File: src/rtl/gam_pkg.sv
// Shared constants and codes of the gamepad action mapper.
`timescale 1ns / 1ps
package gam_pkg;

  localparam int PLAYERS          = 4;
  localparam int ACTIONS          = 32;
  localparam int BUTTONS_PER_PORT = 18;
  localparam int PORTS            = 4;
  localparam int PAD_BITS         = PORTS * BUTTONS_PER_PORT;
  localparam int SLOTS            = 32;
  localparam int MAP_DEPTH        = PLAYERS * SLOTS;
  localparam int KEY_W            = 7;
  localparam int SLOT_W           = $clog2(SLOTS);
  localparam int PLAYER_W         = 2;
  localparam int MAP_AW           = PLAYER_W + SLOT_W;
  localparam int PAD_IDX_W        = $clog2(PAD_BITS);

  typedef enum logic [1:0] {
    OP_SET_MAP = 2'd0,
    OP_UPDATE  = 2'd1,
    OP_SCAN    = 2'd2
  } op_t;

  typedef enum logic [1:0] {
    CFG_NUM_PLAYERS = 2'd0,
    CFG_STICK_LOW   = 2'd1,
    CFG_STICK_HIGH  = 2'd2
  } cfg_idx_t;

  localparam logic [2:0] NUM_PLAYERS_RST = 3'd1;
  localparam logic [7:0] STICK_LOW_RST   = 8'h40;
  localparam logic [7:0] STICK_HIGH_RST  = 8'hC0;

endpackage

File: src/rtl/gam_ram.sv
// Generic single-write, single-read RAM with registered read data.
`timescale 1ns / 1ps
module gam_ram #(
  parameter int WIDTH = 8,
  parameter int DEPTH = 16
) (
  input  logic                     clk,
  input  logic                     wr_en,
  input  logic [$clog2(DEPTH)-1:0] wr_addr,
  input  logic [WIDTH-1:0]         wr_data,
  input  logic [$clog2(DEPTH)-1:0] rd_addr,
  output logic [WIDTH-1:0]         rd_data
);

  logic [WIDTH-1:0] mem [DEPTH];

  always_ff @(posedge clk) begin
    if (wr_en) begin
      mem[wr_addr] <= wr_data;
    end
    rd_data <= mem[rd_addr];
  end

endmodule

File: src/rtl/gam_pad_decode.sv
// Decode of one pad port into its 18 button bits.
`timescale 1ns / 1ps
module gam_pad_decode
  import gam_pkg::*;
(
  input  logic [31:0]                 buttons,
  input  logic [15:0]                 stick,
  input  logic [7:0]                  stick_low_threshold,
  input  logic [7:0]                  stick_high_threshold,
  output logic [BUTTONS_PER_PORT-1:0] pad
);

  logic [7:0] vert;
  logic [7:0] horiz;

  assign vert  = stick[15:8];
  assign horiz = stick[7:0];

  always_comb begin
    // The low 16 buttons are active low.
    pad[15:0] = ~buttons[15:0];
    pad[4]    = pad[4] | (vert  <= stick_low_threshold);
    pad[5]    = pad[5] | (vert  >= stick_high_threshold);
    pad[6]    = pad[6] | (horiz <= stick_low_threshold);
    pad[7]    = pad[7] | (horiz >= stick_high_threshold);
    pad[16]   = buttons[31];
    pad[17]   = buttons[23];
  end

endmodule

File: src/rtl/gamepad_action_mapper.sv
// Top level of the gamepad action mapper: request sequencer and shared pad bit selector.
//
//   channel | signals                               | role
//   --------+---------------------------------------+-------------------------------
//   in      | in_valid/in_ready, opcode..stick_port3 | one request per handshake
//   out     | out_valid/out_ready, result fields     | zero to four results a request
//   cfg     | cfg_valid/cfg_ready, cfg_index/data    | register write, always ready
//
// After reset the mapping store is cleared one entry a cycle, all 128 entries, before
// the first request is taken. A set-mapping request searches the flag bits from bit 0
// and writes the key into the slot of the first set bit (or the last slot); an update
// does 32 store reads for each player in turn, waits out the store read latency and
// then emits that player's result; a scan tests one pad bit per cycle until a set bit
// or the last pad bit, then emits the result.
// A result waits in the output register; the sequencer stalls only when it has
// a further result and that register is still full.
`timescale 1ns / 1ps
module gamepad_action_mapper
  import gam_pkg::*;
(
  input  logic                clk,
  input  logic                rst,
  input  logic                in_valid,
  output logic                in_ready,
  input  logic [1:0]          opcode,
  input  logic [1:0]          player,
  input  logic [31:0]         action_flag,
  input  logic [6:0]          key_code,
  input  logic [31:0]         buttons_port0,
  input  logic [31:0]         buttons_port1,
  input  logic [31:0]         buttons_port2,
  input  logic [31:0]         buttons_port3,
  input  logic [15:0]         stick_port0,
  input  logic [15:0]         stick_port1,
  input  logic [15:0]         stick_port2,
  input  logic [15:0]         stick_port3,
  output logic                out_valid,
  input  logic                out_ready,
  output logic [1:0]          result_player,
  output logic [31:0]         held_actions,
  output logic [31:0]         new_actions,
  output logic [6:0]          scanned_key,
  output logic                last,
  input  logic                cfg_valid,
  output logic                cfg_ready,
  input  logic [1:0]          cfg_index,
  input  logic [7:0]          cfg_data
);

  typedef enum logic [7:0] {
    S_CLEAR = 8'b0000_0001,
    S_IDLE  = 8'b0000_0010,
    S_SLOT  = 8'b0000_0100,
    S_UPD   = 8'b0000_1000,
    S_DRAIN = 8'b0001_0000,
    S_UEMIT = 8'b0010_0000,
    S_SCAN  = 8'b0100_0000,
    S_SEMIT = 8'b1000_0000
  } state_t;

  state_t state;

  logic [2:0]             num_players;
  logic [7:0]             stick_low_threshold;
  logic [7:0]             stick_high_threshold;

  logic [PAD_BITS-1:0]    pads_in;
  logic [PAD_BITS-1:0]    pads;
  logic [31:0]            flag_sh;
  logic [PLAYER_W-1:0]    req_player;
  logic [KEY_W-1:0]       req_key;
  logic [2:0]             n_play;
  logic [PLAYER_W-1:0]    plr;
  logic [SLOT_W-1:0]      slot_cnt;
  logic [6:0]             cnt;
  logic                   rd_vld;
  logic [SLOT_W-1:0]      rd_slot;
  logic [31:0]            mask;
  logic [KEY_W-1:0]       scan_key;
  logic                   armed;
  logic [31:0]            held [PLAYERS];

  logic                   wr_en;
  logic [MAP_AW-1:0]      wr_addr;
  logic [KEY_W-1:0]       wr_data;
  logic [MAP_AW-1:0]      rd_addr;
  logic [KEY_W-1:0]       rd_data;

  logic [PAD_IDX_W-1:0]   sel_idx;
  logic                   sel_bit;
  logic                   slot_found;
  logic                   out_free;
  logic                   out_load;
  logic                   hit;
  logic [2:0]             n_req;
  logic                   is_last;

  gam_pad_decode u_pad0 (
    .buttons(buttons_port0), .stick(stick_port0),
    .stick_low_threshold(stick_low_threshold), .stick_high_threshold(stick_high_threshold),
    .pad(pads_in[0*BUTTONS_PER_PORT +: BUTTONS_PER_PORT])
  );
  gam_pad_decode u_pad1 (
    .buttons(buttons_port1), .stick(stick_port1),
    .stick_low_threshold(stick_low_threshold), .stick_high_threshold(stick_high_threshold),
    .pad(pads_in[1*BUTTONS_PER_PORT +: BUTTONS_PER_PORT])
  );
  gam_pad_decode u_pad2 (
    .buttons(buttons_port2), .stick(stick_port2),
    .stick_low_threshold(stick_low_threshold), .stick_high_threshold(stick_high_threshold),
    .pad(pads_in[2*BUTTONS_PER_PORT +: BUTTONS_PER_PORT])
  );
  gam_pad_decode u_pad3 (
    .buttons(buttons_port3), .stick(stick_port3),
    .stick_low_threshold(stick_low_threshold), .stick_high_threshold(stick_high_threshold),
    .pad(pads_in[3*BUTTONS_PER_PORT +: BUTTONS_PER_PORT])
  );

  gam_ram #(
    .WIDTH(KEY_W),
    .DEPTH(MAP_DEPTH)
  ) u_key_map (
    .clk(clk),
    .wr_en(wr_en),
    .wr_addr(wr_addr),
    .wr_data(wr_data),
    .rd_addr(rd_addr),
    .rd_data(rd_data)
  );

  assign in_ready  = (state == S_IDLE);
  assign cfg_ready = 1'b1;
  assign out_free  = !out_valid || out_ready;
  assign out_load  = out_free && ((state == S_UEMIT) || (state == S_SEMIT));

  assign slot_found = flag_sh[0] || (slot_cnt == SLOT_W'(SLOTS - 1));

  always_comb begin
    wr_en   = 1'b0;
    wr_addr = {req_player, slot_cnt};
    wr_data = req_key;
    if (state == S_CLEAR) begin
      wr_en   = 1'b1;
      wr_addr = MAP_AW'(cnt);
      wr_data = '0;
    end else if (state == S_SLOT && slot_found) begin
      wr_en = 1'b1;
    end
  end

  assign rd_addr = {plr, slot_cnt};

  // A key code of zero wraps to an index past the pad bits, so the range check
  // also rejects unmapped entries.
  assign sel_idx = (state == S_SCAN) ? PAD_IDX_W'(cnt) : PAD_IDX_W'(rd_data - KEY_W'(1));
  assign sel_bit = (sel_idx < PAD_IDX_W'(PAD_BITS)) && pads[sel_idx];
  assign hit     = sel_bit && ({1'b0, rd_slot} < (SLOT_W + 1)'(ACTIONS));

  assign n_req   = (num_players > 3'(PLAYERS)) ? 3'(PLAYERS) : num_players;
  assign is_last = (({1'b0, plr} + 3'd1) == n_play);

  always_ff @(posedge clk) begin
    if (rst) begin
      num_players          <= NUM_PLAYERS_RST;
      stick_low_threshold  <= STICK_LOW_RST;
      stick_high_threshold <= STICK_HIGH_RST;
    end else if (cfg_valid && cfg_ready) begin
      priority case (cfg_index)
        CFG_NUM_PLAYERS: num_players          <= cfg_data[2:0];
        CFG_STICK_LOW:   stick_low_threshold  <= cfg_data;
        CFG_STICK_HIGH:  stick_high_threshold <= cfg_data;
        default:         ;
      endcase
    end
  end

  always_ff @(posedge clk) begin
    if (rst) begin
      state     <= S_CLEAR;
      cnt       <= '0;
      rd_vld    <= 1'b0;
      armed     <= 1'b0;
      out_valid <= 1'b0;
      for (int p = 0; p < PLAYERS; p++) begin
        held[p] <= '0;
      end
    end else begin
      rd_vld  <= (state == S_UPD);
      rd_slot <= slot_cnt;
      if (rd_vld) begin
        // Slot results shift in from the top, so slot i lands at bit i.
        mask <= {hit, mask[31:1]};
      end
      if (out_load) begin
        out_valid <= 1'b1;
      end else if (out_ready) begin
        out_valid <= 1'b0;
      end

      unique case (state)
        S_CLEAR: begin
          cnt <= cnt + 7'd1;
          if (cnt == 7'(MAP_DEPTH - 1)) begin
            state <= S_IDLE;
          end
        end

        S_IDLE: begin
          if (in_valid) begin
            pads       <= pads_in;
            flag_sh    <= action_flag;
            req_player <= player;
            req_key    <= key_code;
            n_play     <= n_req;
            plr        <= '0;
            slot_cnt   <= '0;
            cnt        <= '0;
            unique case (opcode)
              OP_SET_MAP: state <= ({1'b0, player} < 3'(PLAYERS)) ? S_SLOT : S_IDLE;
              OP_UPDATE:  state <= (n_req == 3'd0) ? S_IDLE : S_UPD;
              OP_SCAN:    state <= S_SCAN;
              default:    state <= S_IDLE;
            endcase
          end
        end

        S_SLOT: begin
          if (slot_found) begin
            held[req_player] <= '0;
            state            <= S_IDLE;
          end else begin
            flag_sh  <= flag_sh >> 1;
            slot_cnt <= slot_cnt + SLOT_W'(1);
          end
        end

        S_UPD: begin
          slot_cnt <= slot_cnt + SLOT_W'(1);
          if (slot_cnt == SLOT_W'(SLOTS - 1)) begin
            state <= S_DRAIN;
          end
        end

        S_DRAIN: begin
          state <= S_UEMIT;
        end

        S_UEMIT: begin
          if (out_free) begin
            result_player <= plr;
            held_actions  <= mask;
            new_actions   <= mask & ~held[plr];
            scanned_key   <= '0;
            last          <= is_last;
            held[plr]     <= mask;
            if (is_last) begin
              state <= S_IDLE;
            end else begin
              plr   <= plr + PLAYER_W'(1);
              state <= S_UPD;
            end
          end
        end

        S_SCAN: begin
          if (sel_bit) begin
            scan_key <= cnt + 7'd1;
            state    <= S_SEMIT;
          end else if (cnt == 7'(PAD_BITS - 1)) begin
            scan_key <= '0;
            state    <= S_SEMIT;
          end else begin
            cnt <= cnt + 7'd1;
          end
        end

        S_SEMIT: begin
          if (out_free) begin
            result_player <= '0;
            held_actions  <= '0;
            new_actions   <= '0;
            last          <= 1'b1;
            if (armed && scan_key != '0) begin
              scanned_key <= scan_key;
              armed       <= 1'b0;
            end else begin
              scanned_key <= '0;
              armed       <= (scan_key == '0);
            end
            state <= S_IDLE;
          end
        end

        default: state <= S_IDLE;
      endcase
    end
  end

endmodule
File: config.mk
export PLATFORM = sky130hd
export DESIGN_NAME = gamepad_action_mapper
export DESIGN_NICKNAME = d
export VERILOG_FILES = /design/src/rtl/gam_pkg.sv /design/src/rtl/gam_ram.sv /design/src/rtl/gam_pad_decode.sv /design/src/rtl/gamepad_action_mapper.sv
export SDC_FILE = /design/constraint.sdc
export NUM_CORES = 2
export LEC_CHECK = 0
export ABC_AREA = 1
export CORE_UTILIZATION = 41
export CTS_BUF_LIST = sky130_fd_sc_hd__clkbuf_8 sky130_fd_sc_hd__clkbuf_16
export CTS_CLUSTER_DIAMETER = 30
export CTS_CLUSTER_SIZE = 24
export DETAILED_ROUTE_END_ITERATION = 10
export DONT_BUFFER_PORTS = 1
export GPL_ROUTABILITY_DRIVEN = 0
export MAX_ROUTING_LAYER = met4
export SYNTH_ARGS = -nofsm -noshare
export SYNTH_HDL_FRONTEND = slang
export SYNTH_SLANG_ARGS = --single-unit
export TNS_END_PERCENT = 50
File: constraint.sdc
create_clock -name clk -period 12.1 [get_ports clk]
set_clock_uncertainty 0.05 [all_clocks]
set_input_delay 2.42 -clock clk [delete_from_list [all_inputs] [get_ports clk]]
set_output_delay 2.42 -clock clk [all_outputs]
set_load 0.01 [all_outputs]
==> Word-level counts from Yosys, hierarchy flattened <==
Memory sizes are Yosys's and may differ from the RTL's. A register that Yosys moved wholly into a read port is not among the register bits.
Index checks and enable logic that the tools add are counted.
W data, S select, Z words.
{ "totals": {"ram_bits": 1024, "reg_bits": 273, "in_bits": 250, "memories": 2} }
{ "mem_list": {"columns": ["name", "depth", "width", "rd", "rd_clocked_by_memory_dff", "write_ports", "line_no", "text"], "rows": [
  ["u_key_map.mem", 128, 7, 1, 1, 1, "gam_ram.sv:15", "logic [WIDTH-1:0] mem [DEPTH];"],
  ["held", 4, 32, 1, 1, 4, "gamepad_action_mapper.sv:81", "logic [31:0] held [PLAYERS];"]
]} }
{ "classes": {"n_addsub": 5, "bitwise_logic": 23, "n_reduce_logical": 35, "magnitude_cmp": 19, "n_eq_ne": 27, "mux": 73} }
{ "op_table": {"columns": ["cell", "n"], "rows": [
  ["$mux W32", 7],
  ["$pmux W32 S2", 3],
  ["$mux W7", 11],
  ["$ge A8 B8 Y1", 8],
  ["$le A8 B8 Y1", 8],
  ["$mux W8", 8],
  ["$not A16 Y16", 4],
  ["$pmux W8 S8", 1],
  ["$reduce_or A32 Y1", 2],
  ["$pmux W7 S3", 2],
  ["$and A32 B32 Y32", 1],
  ["$not A32 Y32", 1],
  ["$mux W1", 22],
  ["$ne A2 B2 Y1 const B", 9],
  ["$mux W2", 8],
  ["$or A1 B1 Y1", 16],
  ["$reduce_and A4 Y1", 4],
  ["$pmux W5 S3", 1],
  ["$eq A7 B7 Y1 const B", 2],
  ["$pmux W7 S2", 1],
  ["$mux W5", 2],
  ["$reduce_and A2 Y1", 5],
  ["$reduce_bool A2 Y1", 5],
  ["$eq A8 B1 Y1 const B", 1],
  ["other kinds (38)", 50]
]} }

==> Logic depth before layout (Yosys ltp) <==
{ "depth": {"ltp_word": 9, "mapped_depth": 21, "ltp_nobuf": 19} }

==> By module <==
From an unflattened synthesis, not the netlist that was laid out.
{ "hier_totals": {"cells_unflattened": 5245, "hier_area_um2": 57433.8} }
{ "by_module_without_submodules": {"columns": ["mod", "cells_per_inst", "instances", "area_each_um2", "seq_area_each_um2"], "rows": [
  ["gam_ram", 3152, 1, 37091.8, 27045.9],
  ["gamepad_action_mapper", 1513, 1, 16833.6, 11711.2],
  ["gam_pad_decode", 145, 4, 877.1, 0.0]
]} }

==> Worst setup path after synthesis <==
Ideal clock, no wire load.
{ "synth_path": {"path_kind": "input to register", "start": "input rst", "end": "register n_play[0] (enable)", "stages": 5, "n_path_buf": 2, "path_slack_ns": 5.046, "t_arrival_ns": 6.476, "cell_sequence": "clkbuf_1 > inv_1 > buf_1 > nand2_1 > nor2_1"} }
{ "synth_via": {"elab_chain_cells": 2} }
{ "synth_lines": {"columns": ["item", "line_no", "text"], "rows": [
  ["start: declaration", "gamepad_action_mapper.sv:22", "input logic rst,"],
  ["$not A1 Y1 (no line)", null, null],
  ["$reduce_and A3 Y1 (no line)", null, null],
  ["end signal: assignment", "gamepad_action_mapper.sv:214", "n_play <= n_req;"],
  ["end: declaration", "gamepad_action_mapper.sv:72", "logic [2:0] n_play;"]
]} }
Every way passes these cells.
A chain may end at the register's enable or synchronous reset.

==> Final worst setup path <==
{ "layout_path": {"start": "register state[6]", "end": "memory u_key_map.mem[51][5] in the netlist's numbering (enable)"} }
{ "layout_via": {"elab_chain_cells": 6, "elab_cells_between_ends": 8} }
{ "layout_lines": {"columns": ["item", "line_no", "text"], "rows": [
  ["start: declaration", "gamepad_action_mapper.sv:61", "state_t state;"],
  ["start signal: assignment", "gamepad_action_mapper.sv:219", "OP_SET_MAP: state <= ({1'b0, player} < 3'(PLAYERS)) ? S_SLOT : S_IDLE;"],
  ["start signal: assignment", "gamepad_action_mapper.sv:220", "OP_UPDATE: state <= (n_req == 3'd0) ? S_IDLE : S_UPD;"],
  ["$eq A8 B3 Y1", "gamepad_action_mapper.sv:146", "end else if (state == S_SLOT && slot_found) begin"],
  ["$logic_and A1 B1 Y1", "gamepad_action_mapper.sv:146", null],
  ["$mux W1", "gamepad_action_mapper.sv:146", null],
  ["$mux W1", "gamepad_action_mapper.sv:142", "if (state == S_CLEAR) begin"],
  ["$mux W1", "gam_ram.sv:18", "if (wr_en) begin"],
  ["$mux W1 (implied by the code)", "gam_ram.sv:19", "mem[wr_addr] <= wr_data;"],
  ["end: declaration", "gam_ram.sv:15", null]
]} }
Several ways; a longest one is shown, not always the timed one.

==> run_summary.xml <==
<?xml version="1.0" encoding="UTF-8"?>
<metrics>
  <group name="run_status">
    <metric name="outcome" unit="">finished with violations</metric>
    <metric name="violated_checks" unit="">design-rule violations</metric>
  </group>
  <group name="sta">
    <metric name="timing.final.crit_period" unit="ps">4520</metric>
    <metric name="timing_max_transition_violations_final" unit="">0</metric>
    <metric name="maxClockFrequency" unit="MHz">221</metric>
    <metric name="timing.final.ws_setup" unit="ps">7580</metric>
    <metric name="worst_pin_slew" unit="ps">1310</metric>
    <metric name="final.setup.tns" unit="ps">0</metric>
    <metric name="rsz0062_at_grt" unit="">false</metric>
    <metric name="hold_ws" unit="ps">378</metric>
    <metric name="maxSlewHeadroom" unit="">0.126</metric>
    <metric name="setup-violations-final" unit="">0</metric>
    <metric name="timing_hold_violations_final" unit="">0</metric>
    <metric name="layout_worst_path_cycle_share" unit="">0.373</metric>
  </group>
  <group name="critical_path">
    <metric name="critical_path.max_fanout" unit="">16</metric>
    <metric name="crit_slowest_cell" unit="">sky130_fd_sc_hd__nor2_1</metric>
    <metric name="worst_setup_path_start_kind" unit="">flop</metric>
    <metric name="critical-path-top-cell-by-count" unit="">sky130_fd_sc_hd__inv_2</metric>
    <metric name="worst-setup-path-type" unit="">flop to flop</metric>
    <metric name="worst_r2r_path_depth" unit="">12</metric>
    <metric name="worst_ep_required_time" unit="ps">12470</metric>
    <metric name="endpoint_kind" unit="">flop</metric>
    <metric name="path_cells" unit="">nor2_1 &gt; inv_2 &gt; nor2_2 &gt; inv_2 &gt; nor4_4 &gt; buf_4 &gt; inv_2 &gt; o21ai_1 &gt; inv_2 &gt; nor2_1 &gt; nand2_1 &gt; nor2_1</metric>
    <metric name="cp_data_arrival_time" unit="ps">4890</metric>
    <metric name="critical-path-max-stage-delay" unit="ps">980</metric>
  </group>
  <group name="run">
    <metric name="max-cap-violations" unit="">0</metric>
  </group>
  <group name="clocking">
    <metric name="post_cts_resize_count" unit="">0</metric>
    <metric name="cts_made_buffers" unit="">224</metric>
    <metric name="clkLatencyLatePin" unit="ps">810</metric>
    <metric name="cts_hold_repair_buffers" unit="">0</metric>
    <metric name="worst_setup_hold_path_clk_slew" unit="ps">60</metric>
    <metric name="post_cts.repair.setup_buffers" unit="">0</metric>
    <metric name="cts_tree" unit="">done</metric>
    <metric name="clock_tree.htree_level_count" unit="">4</metric>
    <metric name="clkSinkCount" unit="">1306</metric>
    <metric name="cts_root_buf" unit="">sky130_fd_sc_hd__clkbuf_16</metric>
    <metric name="maximum_clock_insertion_buffer_count" unit="">3</metric>
  </group>
  <group name="logic_synthesis">
    <metric name="synth-edff-count" unit="">1260</metric>
    <metric name="synth_compound_area_frac" unit="">0.117</metric>
    <metric name="synthesis.nets" unit="">5074</metric>
    <metric name="seq_area_frac_synth" unit="">0.700</metric>
    <metric name="post_synth_and_or_nand_nor_area_fraction" unit="">0.112</metric>
    <metric name="main_combinational_cell_family_by_area_after_synthesis" unit="">compound AO/OA/AOI/OAI gates</metric>
    <metric name="yosysWarnings" unit="">0</metric>
    <metric name="yosysUniqueCellTypes" unit="">54</metric>
    <metric name="synthesis.instances" unit="">4691</metric>
    <metric name="synthXorXnorAreaFrac" unit="">0.00206</metric>
    <metric name="area_of_the_mapped_netlist" unit="µm²">55300</metric>
    <metric name="synth-async-reset-ratio" unit="">0</metric>
    <metric name="post_synth_mux_area_share" unit="">0</metric>
    <metric name="ys_dominant_reg_cell" unit="">sky130_fd_sc_hd__edfxtp_1</metric>
    <metric name="synth.avg_cell_area" unit="µm²">11.8</metric>
    <metric name="synth-adder-area-share" unit="">0.0301</metric>
    <metric name="synth.ff_latch_count" unit="">1306</metric>
  </group>
  <group name="pwr">
    <metric name="worst_ir_drop_vdd" unit="µV">128</metric>
    <metric name="totalPowerFinal" unit="mW">14.5</metric>
    <metric name="power.density_cell_area" unit="nW/µm²">222</metric>
    <metric name="leakage" unit="nW">22.6</metric>
  </group>
  <group name="floorplanning">
    <metric name="die_width" unit="µm">369</metric>
    <metric name="core-area" unit="µm²">134000</metric>
    <metric name="die_area" unit="µm²">136000</metric>
    <metric name="floorplan.io_pins" unit="">327</metric>
    <metric name="fp-row-count" unit="">134</metric>
    <metric name="die_h" unit="µm">369</metric>
    <metric name="initial_core_util" unit="">0.414</metric>
  </group>
  <group name="cells_and_area">
    <metric name="flow.area_growth_from_synthesis" unit="%">17.6</metric>
    <metric name="instances_no_fill" unit="">6676</metric>
    <metric name="final_net_count" unit="">5090</metric>
    <metric name="fillCellCount" unit="">11532</metric>
    <metric name="drive_gt1_frac" unit="">0.110</metric>
  </group>
  <group name="drt">
    <metric name="routed_wire_length_per_instance" unit="µm">21.5</metric>
    <metric name="detail_route.iter0.violations" unit="">3413</metric>
    <metric name="ant_nets" unit="">0</metric>
    <metric name="detail_route.first_pass.iterations" unit="">11</metric>
    <metric name="drcViolationCount" unit="">29</metric>
    <metric name="via_count" unit="">36505</metric>
    <metric name="number_of_vias_per_cell_after_detailed_routing" unit="">5.47</metric>
    <metric name="drt-total-wl" unit="µm">144000</metric>
  </group>
  <group name="global_route">
    <metric name="track_usage" unit="">0.214</metric>
    <metric name="grt_antenna_before_repair" unit="">1</metric>
    <metric name="grt_pass1_wl" unit="µm">216000</metric>
    <metric name="grt_pass1_vias" unit="">34989</metric>
    <metric name="overflow" unit="">0</metric>
    <metric name="largest_net_degree_at_the_start_of_global_routing" unit="">183</metric>
  </group>
  <group name="worst_hold_path">
    <metric name="hold-path-cell-count" unit="">0</metric>
    <metric name="worst_hold_path_type" unit="">flop to flop</metric>
  </group>
  <group name="placed_design">
    <metric name="placed_cells_incl_taps" unit="">6249</metric>
    <metric name="place.port_buffers" unit="">0</metric>
    <metric name="dp_hpwl" unit="µm">83700</metric>
    <metric name="dpl_worst_slack" unit="ps">7120</metric>
  </group>
</metrics>
critical path: cells and delay by family, from the launching register on:
family | cells | cell delay, ps
simple gates | 6 | 2630
flops | 1 | 340
buf+inv | 5 | 670
compound gates | 1 | 440
kinds of logic after synthesis:
family	after synthesis
simple gates	1552
flops	1306
compound gates	1134
buf+inv	552
fa+ha+maj	133
xor+xnor	13
other cells	1
cells in the final DEF (no fill, tap or decap), types with 8 or more instances in the layout:
cell type / n
sky130_fd_sc_hd__a21oi_1: 71
sky130_fd_sc_hd__clkinvlp_4: 28
sky130_fd_sc_hd__o21a_1: 13
sky130_fd_sc_hd__nor2_1: 1049
sky130_fd_sc_hd__a21boi_0: 8
sky130_fd_sc_hd__o22ai_1: 282
sky130_fd_sc_hd__ha_1: 133
sky130_fd_sc_hd__nand2_1: 320
sky130_fd_sc_hd__nand3_1: 95
sky130_fd_sc_hd__edfxtp_1: 1260
sky130_fd_sc_hd__nor2_4: 10
sky130_fd_sc_hd__inv_1: 282
sky130_fd_sc_hd__xor2_1: 8
sky130_fd_sc_hd__clkinv_4: 16
sky130_fd_sc_hd__clkbuf_16: 225
sky130_fd_sc_hd__inv_8: 11
sky130_fd_sc_hd__o32ai_1: 18
sky130_fd_sc_hd__clkinv_2: 27
sky130_fd_sc_hd__inv_2: 17
sky130_fd_sc_hd__o21ai_0: 671
sky130_fd_sc_hd__clkinv_1: 22
sky130_fd_sc_hd__o211ai_1: 9
sky130_fd_sc_hd__nor3_1: 32
sky130_fd_sc_hd__inv_6: 32
sky130_fd_sc_hd__dfxtp_1: 45
sky130_fd_sc_hd__o221a_2: 25
sky130_fd_sc_hd__bufinv_16: 36
sky130_fd_sc_hd__buf_4: 50
sky130_fd_sc_hd__nand4_1: 8
path summary, 6_finish.rpt:
check | slack [ps] | end | from
min reg2reg | 380 | mask[25]$_DFFE_PP_ | mask[26]$_DFFE_PP_
max | 7580 | u_key_map.mem[51][5]$_DFFE_PP_ | state[6]$_SDFFE_PP0P_
min | 380 | mask[25]$_DFFE_PP_ | mask[26]$_DFFE_PP_
max reg2reg | 7580 | u_key_map.mem[51][5]$_DFFE_PP_ | state[6]$_SDFFE_PP0P_
power by group:
group,total (mW),internal [mW],switching [mW]
combinational,2.32,0.517,1.80
clock,6.57,4.24,2.33
sequential,5.58,5.51,0.0635
total,14.5,10.3,4.20
final cells by class:
| cell class | count | area (µm²) | share of cell area |
|---|---|---|---|
| repair buffers | 55 | 475 | 0.00730 |
| flip-flops and latches | 1306 | 38800 | 0.595 |
| inverters | 287 | 1090 | 0.0168 |
| diodes | 1 | 2.50 | 0.0000384 |
| multi-input cells | 2833 | 14500 | 0.223 |
| clock buffers | 228 | 5670 | 0.0871 |
| well taps | 1768 | 2210 | 0.0340 |
| clock inverters | 198 | 2360 | 0.0362 |
metal layers:
layer  share of wire  GRT usage  vias up
met4           0.030     0.0758        0
met1            0.42      0.285    17771
met5               0          -        -
met2            0.47      0.331     1464
li1                -          -    16990
met3           0.075     0.0373      280
synthesized netlist by cell type, types with 5 or more instances:
cell | number | area share
sky130_fd_sc_hd__nand2_1 | 320 | 0.022
sky130_fd_sc_hd__a21o_1 | 7 | 0.00095
sky130_fd_sc_hd__o21a_1 | 13 | 0.0018
sky130_fd_sc_hd__inv_1 | 265 | 0.018
sky130_fd_sc_hd__nand4_1 | 8 | 0.00090
sky130_fd_sc_hd__o22ai_1 | 282 | 0.032
sky130_fd_sc_hd__nor2_1 | 1059 | 0.072
sky130_fd_sc_hd__o221a_2 | 25 | 0.0051
sky130_fd_sc_hd__clkinv_1 | 5 | 0.00034
sky130_fd_sc_hd__edfxtp_1 | 1260 | 0.68
sky130_fd_sc_hd__a21oi_1 | 72 | 0.0065
sky130_fd_sc_hd__o21ai_2 | 7 | 0.0011
sky130_fd_sc_hd__nand2_2 | 6 | 0.00068
sky130_fd_sc_hd__buf_4 | 6 | 0.00081
sky130_fd_sc_hd__o21ai_0 | 671 | 0.061
sky130_fd_sc_hd__ha_1 | 133 | 0.030
sky130_fd_sc_hd__nand3_1 | 95 | 0.0086
sky130_fd_sc_hd__o211ai_1 | 9 | 0.0012
sky130_fd_sc_hd__a21boi_0 | 8 | 0.0011
sky130_fd_sc_hd__xor2_1 | 8 | 0.0013
sky130_fd_sc_hd__or2_2 | 7 | 0.00079
sky130_fd_sc_hd__nor4_1 | 5 | 0.00057
sky130_fd_sc_hd__inv_2 | 17 | 0.0012
sky130_fd_sc_hd__dfxtp_1 | 46 | 0.017
sky130_fd_sc_hd__nor3_1 | 33 | 0.0030
sky130_fd_sc_hd__clkbuf_1 | 233 | 0.016
sky130_fd_sc_hd__buf_2 | 17 | 0.0015
sky130_fd_sc_hd__o32ai_1 | 18 | 0.0028
sky130_fd_sc_hd__xnor2_1 | 5 | 0.00079
sky130_fd_sc_hd__buf_1 | 5 | 0.00034
registers in the layout, indices dropped and copies added (netlist names), 3 cells and up, named ones only:
signal / cells
held_actions: 32
scanned_key: 7
flag_sh: 32
new_actions: 32
state: 8
u_key_map.mem: 896
req_key: 7
n_play: 3
cnt: 7
mask: 32
num_players: 3
pads: 72
scan_key: 7
held: 128
stick_high_threshold: 8
stick_low_threshold: 8
slot_cnt: 5
u_key_map.rd_data: 7
stage by stage:
stage | cell area [µm²] | utilization
3_5_place_dp | 57100 | 0.427
2_1_floorplan | 55300 | -
5_1_grt | 65100 | 0.487
3_3_place_gp | 57100 | 0.427
6_report | 65100 | 0.487
4_1_cts | 65100 | 0.487
Power figures use the tool's default switching activity.
